<file path="src/rtl/sv32ptw_pkg.sv">
// ----------------------------------------------------------------------------
// sv32ptw_pkg
// Types and constants shared by the Sv32 page table walker modules.
// ----------------------------------------------------------------------------
package sv32ptw_pkg;

  localparam int unsigned QUEUE_DEPTH = 4;

  localparam logic [0:0] CMD_TRANSLATE = 1'b0;
  localparam logic [0:0] CMD_PTE_RESP  = 1'b1;

  localparam logic [1:0] ACC_FETCH = 2'd0;
  localparam logic [1:0] ACC_LOAD  = 2'd1;
  localparam logic [1:0] ACC_STORE = 2'd2;
  localparam logic [1:0] ACC_RSVD  = 2'd3;

  localparam logic [1:0] KIND_READ  = 2'd0;
  localparam logic [1:0] KIND_WRITE = 2'd1;
  localparam logic [1:0] KIND_DONE  = 2'd2;
  localparam logic [1:0] KIND_FAULT = 2'd3;

  localparam logic [1:0] PRIV_USER    = 2'd0;
  localparam logic [1:0] PRIV_SUPER   = 2'd1;
  localparam logic [1:0] PRIV_MACHINE = 2'd2;

  localparam logic [2:0] REG_TRANSLATION_ON = 3'd0;
  localparam logic [2:0] REG_ROOT_PPN       = 3'd1;
  localparam logic [2:0] REG_PRIVILEGE      = 3'd2;
  localparam logic [2:0] REG_SUM            = 3'd3;
  localparam logic [2:0] REG_MXR            = 3'd4;

  localparam int unsigned PTE_V = 0;
  localparam int unsigned PTE_R = 1;
  localparam int unsigned PTE_W = 2;
  localparam int unsigned PTE_X = 3;
  localparam int unsigned PTE_U = 4;
  localparam int unsigned PTE_A = 6;
  localparam int unsigned PTE_D = 7;

  typedef struct packed {
    logic [0:0]  command;
    logic [1:0]  access_type;
    logic [31:0] virtual_address;
    logic [31:0] pc;
    logic [31:0] pte_data;
  } in_item_t;

  typedef struct packed {
    logic [1:0]  kind;
    logic [33:0] address;
    logic [31:0] write_data;
    logic [1:0]  fault_type;
    logic [31:0] fault_pc;
    logic [31:0] fault_address;
    logic        last;
  } out_item_t;

  typedef struct packed {
    logic        translation_on;
    logic [21:0] root_page_number;
    logic [1:0]  privilege;
    logic        supervisor_user_access;
    logic        executable_readable;
  } cfg_t;

  typedef struct packed {
    logic [1:0] count;
    out_item_t  first;
    out_item_t  second;
  } walk_res_t;

endpackage

</file>
<file path="src/rtl/sv32ptw_core.sv">
// ----------------------------------------------------------------------------
// sv32ptw_core
// Walk state and per-transaction translation, permission and update logic.
// ----------------------------------------------------------------------------
module sv32ptw_core import sv32ptw_pkg::*; (
  input  logic      clk,
  input  logic      rst_n,
  input  logic      fire,
  input  in_item_t  item,
  input  cfg_t      cfg,
  output walk_res_t res
);

  localparam logic [1:0] PH_IDLE   = 2'd0;
  localparam logic [1:0] PH_FIRST  = 2'd1;
  localparam logic [1:0] PH_SECOND = 2'd2;

  logic [1:0]  phase_r, phase_nxt;
  logic [31:0] vaddr_r, vaddr_nxt;
  logic [31:0] pc_r, pc_nxt;
  logic [1:0]  acc_r, acc_nxt;
  logic [33:0] ea_r, ea_nxt;

  logic [1:0]  acc_in;
  logic [31:0] pte;
  logic        pte_bad, is_leaf, perm_ok, u_ok, in_walk;
  logic [31:0] upd;
  logic [33:0] phys;
  out_item_t   zero_item, fault_item;

  always_comb begin
    acc_in = (item.access_type == ACC_RSVD) ? ACC_LOAD : item.access_type;
    pte = item.pte_data;
    in_walk = (phase_r == PH_FIRST) || (phase_r == PH_SECOND);
    pte_bad = !pte[PTE_V] || (!pte[PTE_R] && pte[PTE_W]);
    is_leaf = pte[PTE_R] || pte[PTE_X];

    case (cfg.privilege)
      PRIV_USER:  u_ok = pte[PTE_U];
      PRIV_SUPER: u_ok = !pte[PTE_U] ||
                         ((acc_r != ACC_FETCH) && cfg.supervisor_user_access);
      default:    u_ok = 1'b1;
    endcase

    case (acc_r)
      ACC_FETCH: perm_ok = pte[PTE_X];
      ACC_STORE: perm_ok = pte[PTE_W];
      default:   perm_ok = pte[PTE_R] || (cfg.executable_readable && pte[PTE_X]);
    endcase

    upd = pte;
    upd[PTE_A] = 1'b1;
    if (acc_r == ACC_STORE) begin
      upd[PTE_D] = 1'b1;
    end

    if (phase_r == PH_FIRST) begin
      phys = {pte[31:20], vaddr_r[21:0]};
    end else begin
      phys = {pte[31:10], vaddr_r[11:0]};
    end

    zero_item = '0;
    fault_item = '0;
    fault_item.kind = KIND_FAULT;
    fault_item.fault_type = acc_r;
    fault_item.fault_pc = pc_r;
    fault_item.fault_address = vaddr_r;
    fault_item.last = 1'b1;

    phase_nxt = phase_r;
    vaddr_nxt = vaddr_r;
    pc_nxt = pc_r;
    acc_nxt = acc_r;
    ea_nxt = ea_r;
    res.count = 2'd0;
    res.first = zero_item;
    res.second = zero_item;

    if (fire) begin
      if (item.command == CMD_TRANSLATE) begin
        acc_nxt = acc_in;
        vaddr_nxt = item.virtual_address;
        pc_nxt = item.pc;
        res.count = 2'd1;
        res.first.last = 1'b1;
        if (!cfg.translation_on) begin
          phase_nxt = PH_IDLE;
          res.first.kind = KIND_DONE;
          res.first.address = {2'b00, item.virtual_address};
        end else begin
          ea_nxt = {cfg.root_page_number, item.virtual_address[31:22], 2'b00};
          phase_nxt = PH_FIRST;
          res.first.kind = KIND_READ;
          res.first.address = ea_nxt;
        end
      end else if (!in_walk) begin
        phase_nxt = PH_IDLE;
      end else if (pte_bad || (!is_leaf && phase_r == PH_SECOND) ||
                   (is_leaf && (!u_ok || !perm_ok)) ||
                   (is_leaf && phase_r == PH_FIRST && pte[19:10] != 10'd0)) begin
        phase_nxt = PH_IDLE;
        res.count = 2'd1;
        res.first = fault_item;
      end else if (!is_leaf) begin
        ea_nxt = {pte[31:10], vaddr_r[21:12], 2'b00};
        phase_nxt = PH_SECOND;
        res.count = 2'd1;
        res.first.kind = KIND_READ;
        res.first.address = ea_nxt;
        res.first.last = 1'b1;
      end else begin
        phase_nxt = PH_IDLE;
        res.count = 2'd2;
        res.first.kind = KIND_WRITE;
        res.first.address = ea_r;
        res.first.write_data = upd;
        res.second.kind = KIND_DONE;
        res.second.address = phys;
        res.second.last = 1'b1;
      end
    end
  end

  always_ff @(posedge clk) begin
    if (!rst_n) begin
      phase_r <= PH_IDLE;
      vaddr_r <= '0;
      pc_r <= '0;
      acc_r <= '0;
      ea_r <= '0;
    end else begin
      phase_r <= phase_nxt;
      vaddr_r <= vaddr_nxt;
      pc_r <= pc_nxt;
      acc_r <= acc_nxt;
      ea_r <= ea_nxt;
    end
  end

endmodule

</file>
<file path="src/rtl/sv32ptw_queue.sv">
// ----------------------------------------------------------------------------
// sv32ptw_queue
// Result queue: takes up to two results per cycle, delivers one per cycle while out_ready is high.
// ----------------------------------------------------------------------------
module sv32ptw_queue import sv32ptw_pkg::*; (
  input  logic      clk,
  input  logic      rst_n,
  input  walk_res_t push,
  output logic      room,
  output logic      out_valid,
  input  logic      out_ready,
  output out_item_t out_data
);

  localparam int unsigned PW = $clog2(QUEUE_DEPTH);
  localparam int unsigned CW = $clog2(QUEUE_DEPTH + 1);

  out_item_t       mem_r [QUEUE_DEPTH];
  logic [PW-1:0]   head_r, head_nxt;
  logic [PW-1:0]   tail_r, tail_nxt, tail_plus;
  logic [CW-1:0]   count_r, count_nxt;
  logic            pop;

  always_comb begin
    pop = out_valid && out_ready;
    tail_plus = tail_r + PW'(1);
    head_nxt = pop ? head_r + PW'(1) : head_r;
    tail_nxt = tail_r + PW'(push.count);
    count_nxt = count_r + CW'(push.count) - CW'(pop);
  end

  assign out_valid = (count_r != '0);
  assign out_data  = mem_r[head_r];
  assign room      = (count_r <= CW'(QUEUE_DEPTH - 2));

  always_ff @(posedge clk) begin
    if (push.count != 2'd0) begin
      mem_r[tail_r] <= push.first;
    end
    if (push.count == 2'd2) begin
      mem_r[tail_plus] <= push.second;
    end
  end

  always_ff @(posedge clk) begin
    if (!rst_n) begin
      head_r <= '0;
      tail_r <= '0;
      count_r <= '0;
    end else begin
      head_r <= head_nxt;
      tail_r <= tail_nxt;
      count_r <= count_nxt;
    end
  end

endmodule

</file>
<file path="src/rtl/sv32_page_table_walker_top.sv">
// ----------------------------------------------------------------------------
// sv32_page_table_walker_top
// Sv32 two-level page table walker with permission checks and A/D update.
// ----------------------------------------------------------------------------
// Timing: an accepted input is registered in stage 1, then its results are
//   written into the result queue that drives out_valid; a full queue stalls stage 1.
// Throughput: one input transaction per cycle while the queue has room; a
//   successful leaf gives a write request and then a done result, limited by
//   the one-read result queue port.
// Reset: synchronous rst_n clears the walk, the queue and the registers
//   (privilege resets to machine).
module sv32_page_table_walker_top import sv32ptw_pkg::*; (
  input  logic        clk,
  input  logic        rst_n,
  input  logic        in_valid,
  output logic        in_ready,
  input  in_item_t    in_data,
  output logic        out_valid,
  input  logic        out_ready,
  output out_item_t   out_data,
  input  logic        cfg_valid,
  output logic        cfg_ready,
  input  logic [2:0]  cfg_index,
  input  logic [31:0] cfg_data
);

  logic      s1_valid_r, s1_valid_nxt;
  in_item_t  s1_item_r;
  cfg_t      cfg_r, cfg_nxt;
  logic      room, advance;
  walk_res_t res;

  assign cfg_ready = 1'b1;
  assign advance   = s1_valid_r && room;
  assign in_ready  = !s1_valid_r || room;

  always_comb begin
    s1_valid_nxt = (in_valid && in_ready) || (s1_valid_r && !advance);
    cfg_nxt = cfg_r;
    if (cfg_valid) begin
      case (cfg_index)
        REG_TRANSLATION_ON: cfg_nxt.translation_on = cfg_data[0];
        REG_ROOT_PPN:       cfg_nxt.root_page_number = cfg_data[21:0];
        REG_PRIVILEGE:      cfg_nxt.privilege = cfg_data[1:0];
        REG_SUM:            cfg_nxt.supervisor_user_access = cfg_data[0];
        REG_MXR:            cfg_nxt.executable_readable = cfg_data[0];
        default:            cfg_nxt = cfg_r;
      endcase
    end
  end

  always_ff @(posedge clk) begin
    if (in_valid && in_ready) begin
      s1_item_r <= in_data;
    end
  end

  always_ff @(posedge clk) begin
    if (!rst_n) begin
      s1_valid_r <= 1'b0;
      cfg_r <= '{translation_on: 1'b0, root_page_number: 22'd0,
                 privilege: PRIV_MACHINE, supervisor_user_access: 1'b0,
                 executable_readable: 1'b0};
    end else begin
      s1_valid_r <= s1_valid_nxt;
      cfg_r <= cfg_nxt;
    end
  end

  sv32ptw_core u_core (
    .clk   (clk),
    .rst_n (rst_n),
    .fire  (advance),
    .item  (s1_item_r),
    .cfg   (cfg_r),
    .res   (res)
  );

  sv32ptw_queue u_queue (
    .clk       (clk),
    .rst_n     (rst_n),
    .push      (res),
    .room      (room),
    .out_valid (out_valid),
    .out_ready (out_ready),
    .out_data  (out_data)
  );

endmodule

</file>
<file path="config.mk">
export PLATFORM = sky130hd
export DESIGN_NAME = sv32_page_table_walker_top
export DESIGN_NICKNAME = d
export VERILOG_FILES = /design/src/rtl/sv32ptw_pkg.sv /design/src/rtl/sv32ptw_core.sv /design/src/rtl/sv32ptw_queue.sv /design/src/rtl/sv32_page_table_walker_top.sv
export SDC_FILE = /design/constraint.sdc
export NUM_CORES = 1
export LEC_CHECK = 0
export ABC_AREA = 0
export CAP_MARGIN = 40
export CORE_AREA = 5 5 249 251
export CTS_CLUSTER_DIAMETER = 100
export DETAILED_ROUTE_END_ITERATION = 8
export DIE_AREA = 0 0 254 256
export DONT_BUFFER_PORTS = 1
export PLACE_DENSITY = 0.8
export SYNTH_ARGS = -nofsm -noshare
export SYNTH_HDL_FRONTEND = slang
export SYNTH_HIERARCHICAL = 1
export SYNTH_SLANG_ARGS = --single-unit
</file>
<file path="constraint.sdc">
create_clock -name clk -period 18.8 [get_ports clk]
set_input_delay 0 -clock clk [delete_from_list [all_inputs] [get_ports clk]]
set_output_delay 0 -clock clk [all_outputs]
set_load 0.01 [all_outputs]
</file>
-- After elaboration in Yosys (flattened, before gate mapping)
Memory sizes are Yosys's and may differ from the RTL's. A register that Yosys moved wholly into a read port is not among the register bits.
Index checks and enable logic that the tools add are counted.
- bits in registers: 236
- RAM bits: 540
- bits of input ports: 139
- output and inout bits: 138
- word-level logic and storage cells: 126
- memories: 1
- $add $sub $neg: 5
- magnitude comparators: 1
- equal/unequal tests: 13
- muxes and demuxes: 41
- bitwise gates (word level): 1
- reductions and logical operators: 45
- memory list (name ; depth ; bits a word ; rd ports ; clocked after memory_dff ; write ports ; line ; RTL):
    u_queue.mem_r ; 4 ; 135 ; 1 ; 1 ; 2 ; sv32ptw_queue.sv:18 ; out_item_t mem_r [QUEUE_DEPTH];
- operators with widths (cell ; count):
    $mux 173 ; 2
    $mux 34 ; 5
    $mux 36 ; 4
    $mux 98 ; 1
    $mux 38 ; 2
    $mux 70 ; 1
    $mux 66 ; 1
    $mux 32 ; 1
    $mux 22 ; 1
    $mux 1 ; 14
    $mux 2 ; 7
    $reduce_and 2->1 ; 6
    $logic_and 1x1->1 ; 11
    $logic_or 1x1->1 ; 11
    $reduce_bool 10->1 ; 1
    $eq 2x2->1 const B ; 4
    $logic_not 1->1 ; 8
    $eq 3x2->1 const B ; 2
    $reduce_bool 2->1 ; 3
    $reduce_and 5->1 ; 1
    $add 2x1->2 const B ; 2
    $eq 2x1->1 const B ; 2
    $logic_not 2->1 ; 2
    $ne 2x2->1 const B ; 2
    11 further kinds ; 12

-- Depth between registers and ports, before layout
- word-level depth: 16
- mapped depth: 14
- mapped depth without buffers: 11

-- Modules after synthesis
The synthesis kept the hierarchy.
- by module, submodules not included (module ; instances ; cells an instance ; area an instance (µm²) ; seq. area each (µm²)):
    sv32ptw_queue ; 1 ; 1354 ; 26791.9 ; 16395.7
    sv32ptw_core ; 1 ; 928 ; 7188.1 ; 2001.9
    sv32_page_table_walker_top ; 1 ; 225 ; 4169.0 ; 3533.4

-- Worst setup path after synthesis
No wires, ideal clock.
- kind: flip-flop to flip-flop
- from: reg s1_item_r[16] in the netlist's numbering
- to: mem u_queue/mem_r[0][0] in the netlist's numbering (enable)
- setup time: 816 ps
- data arrival time: 11845 ps
- required time: 17984 ps
- path slack: 6139 ps
- cell stages (with the launch flop): 10
- path buffers: 3
- clock period less this slack: 12661 ps
- path through: edfxtp_1 > or4_4 > o41ai_4 > nand4_2 > clkbuf_1 > nor2_1 > buf_4 > buf_2 > o21bai_1 > o21ai_0
- RTL lines (what ; line ; RTL):
    start: declaration ; sv32_page_table_walker_top.sv:28 ; in_item_t s1_item_r;
    start signal: assignment ; sv32_page_table_walker_top.sv:54 ; s1_item_r <= in_data;
    end: declaration ; sv32ptw_queue.sv:18 ;

==> summary by stage <==
Place
Port buffering added 0 buffers. The final RePlAce weighted congestion is ~0.8. The half-perimeter wire length of the detailed placement result is 56,600 microns. The total cell area at the placement stage is 0.0384 sq mm.

Setup path
The critical path contains buffers and inverters numbering 6 combined. By instance count, the cell type seen most on the critical path is buf_4. The setup path with the least slack is of type register to register. The cell at the slowest stage of the critical path is buf_4. Data on the critical path arrives at its endpoint at 5.92 ns. The critical path goes through inv_1 > ha_1 > nor2b_1 > o311ai_4 > buf_4 > nand4_2 > nor2_1 > buf_4 > and4bb_4 > buf_12 > o21bai_4 > buf_4 > buf_4. Along the worst path, the maximum fanout reaches 46.

The worst setup path is captured at a register. For the worst setup path, the data required time is 19.05 ns. The worst setup path is launched from a register. The delay of the slowest cell on the worst path is between 0.7 and 0.8 ns. The category of cells accounting for the largest share of critical-path delay is buffers and inverters.

Global route
The total grt overflow is 0. The first global-routing pass estimated 150,000 microns of wire. Entering global routing, the biggest net connects 136 pins. The via count of the first global-routing pass came to approximately 23,000.

The initial antenna violation count is 16. For this run, the total global-route usage over all layers was measured as a little under a third.

Synthesis
The mean instance size in the synthesized netlist is about 15 sq um. The synthesized instance count is roughly 2,500. Summing every instance area after synthesis gives 0.0381 sq mm.

During synthesis, Yosys emitted a total of 6 warnings.

CTS
The clock tree root driver cell is clkbuf_16. For this design, the CTS-stage hold fixing added around 230 buffers. The TritonCTS clock tree is yes. The number of buffers on the longest clock path is 3.

After clock tree synthesis, the clock-pin slew on the worst setup and hold paths is 0.06 ns. Gates resized during post-CTS repair numbered 0. Clock tree synthesis inserted a total of between 80 and 90 buffers. Once the clock tree was built, the setup fixing pass inserted 0 buffers. The H-tree was split into 3 levels. The clock insertion delay at the later pin of the skew report is approximately 0.64 ns. The tree built by TritonCTS fans out to 775 sinks.

Timing
The final clock skew is 0.0260 ns. In this run the tightest slew margin relative to its limit is roughly a third. The final count of negative-setup-slack endpoints is 0.

For the final routed database, the setup TNS stands at 0 ns. Hold timing on the final database bottoms out at a slack of 0.0222 ns. The max-slew violation total from the final report came to 0. The final-report hold violation count is 0. The post-route minimum period is roughly 5.7 ns.

In the finished design, the share of the clock period the worst path needs comes to between 30% and 40%. Setup repair after global routing left no endpoint under its margin. The maximum operating frequency is 176 MHz. At the pin with the least slew margin, the transition time is 1.00 ns.

Hold path
The worst min-delay path category is input pin to register.

Detailed routing
In the routed design, unresolved DRC markers number 0. The average routed wire per standard cell is about 28 microns. The first detailed-routing pass ran for 5 iterations. The count of nets left with antenna violations once routing finished came out at 0. The count of vias placed by the detailed router is 22,900. The detailed-route vias per instance is about 6.5. The detailed router's first-iteration violation count is 2,626. The total length of routed wires is 100,000 microns.

Die
The initial utilization of the core area, before any placement, comes to 63.9%. The die covers 0.0650 sq mm. The die height is 256 microns.

The floorplan step defined a core boundary enclosing 0.0597 sq mm. The die extent in x is 254 microns. During I/O placement, the number of pins put on the boundary was between 200 and 300. The placement row count is 90.

Power
The internal power of the cells is 3.13 mW. Of the total power, the share spent switching nets is 25.7%. Across the VDD grid, the largest voltage drop is 0.0898 mV. The sequential group share of total power is a little under half.

The net load switching power is around 1.1 mW. The share of total power dissipated in the clock network is 38.7%. The combinational share of power is 14.5%. The leakage power summed over all cells is 16.3 nW. The total power consumption of the routed design is roughly 4.2 mW. The ratio of total power to cell area is 96.9 mW/mm^2.

Layout
The area added between synthesis and finish is 14.2%. The final standard cell utilization of the core is between 70 and 80%. The area of all placed cells without fillers is 0.0435 sq mm.

The layout has 3,621 filler cells. For this run, the post-layout net count is 2,820. The fraction of layout cells with a size suffix above 1 is 31.9%.

Outcome
The flow ran to the end, and the final reports show no timing, DRC or antenna violations.

Run
The number of maximum-capacitance violations is 0.
-- cells in the final DEF (no fill, tap or decap), types with 5 or more instances in the layout --
cell,n
nand2_1,213
buf_4,38
edfxtp_1,638
mux4_2,135
clkbuf_16,82
bufinv_16,9
dlygate4sd3_1,232
conb_1,100
clkinv_2,13
buf_12,10
nor2_1,32
clkbuf_8,5
nand4_1,30
mux2_2,442
dfxtp_1,134
nor3b_1,67
mux2_1,9
ha_1,6
and2_1,6
o211a_1,30
o21ai_0,32
clkinv_1,10
nand2b_1,6
a21boi_0,71
nor2b_1,6
diode_2,10
mux2_4,89
inv_1,15
nor3_1,14
and3_1,40
mux2i_1,102
inv_6,5
a31oi_1,30
clkbuf_1,19
clkinvlp_4,7
buf_16,10
-- cell type report --
| class | instances | area [sq um] | area share, % |
|---|---|---|---|
| well taps | 782 | 978 | 2.25 |
| clock buffers | 106 | 2190 | 5.04 |
| inverters | 15 | 56.3 | 0.129 |
| diodes | 10 | 25.0 | 0.0575 |
| repair buffers | 291 | 3100 | 7.12 |
| flip-flops and latches | 775 | 21900 | 50.4 |
| multi-input cells | 1510 | 14700 | 33.9 |
| clock inverters | 46 | 505 | 1.16 |
-- power by group through the flow --
stage / registers [mW] / logic, mW / clock network (mW)
after floorplan: 1.98 / 0.445 / 0
final: 1.97 / 0.610 / 1.63
after global routing: 1.98 / 0.645 / 1.72
after global placement: 2.01 / 0.542 / 0
after CTS: 1.97 / 0.612 / 1.64
after detailed placement: 2.01 / 0.563 / 0
-- state kept, by name (all words and copies together) (netlist names), named ones only --
register,cells
s1_item_r,98
u_core/ea_r,32
u_core/pc_r,32
u_core/vaddr_r,32
s1_valid_r,1
u_core/phase_r,2
u_queue/head_r,2
cfg_r,27
u_queue/count_r,3
u_queue/mem_r,540
u_queue/tail_r,2
u_core/acc_r,2
-- per-layer routing --
| metal | global-route usage [%] | vias up | wire (microns) |
|---|---|---|---|
| li1 | - | 9807 | - |
| met1 | 40.7 | 11600 | 37700 |
| met2 | 49.8 | 1328 | 49100 |
| met3 | 7.11 | 188 | 10100 |
| met4 | 9.76 | 14 | 3090 |
| met5 | 0 | - | 84 |
-- final timing paths --
path | from | endpoint | slack (ns) | cells past startpoint
max | u_core/phase_r[0] | u_queue/mem_r[2][75] | 13.12 | 13
min | in_data[22] | s1_item_r[22] | 0.02 | 1
max reg2reg | u_core/phase_r[0] | u_queue/mem_r[2][75] | 13.12 | 13
min reg2reg | u_core/pc_r[23] | u_core/pc_r[23] | 0.46 | 2
-- metrics by stage --
stage	cells	setup slack, ns
final	3535	13.12
after detailed placement	3140	13.17
after global routing	3531	12.93
after floorplan	2604	6.14
after CTS	3525	13.16
after global placement	3121	12.81
Power figures use the tool's default switching activity.
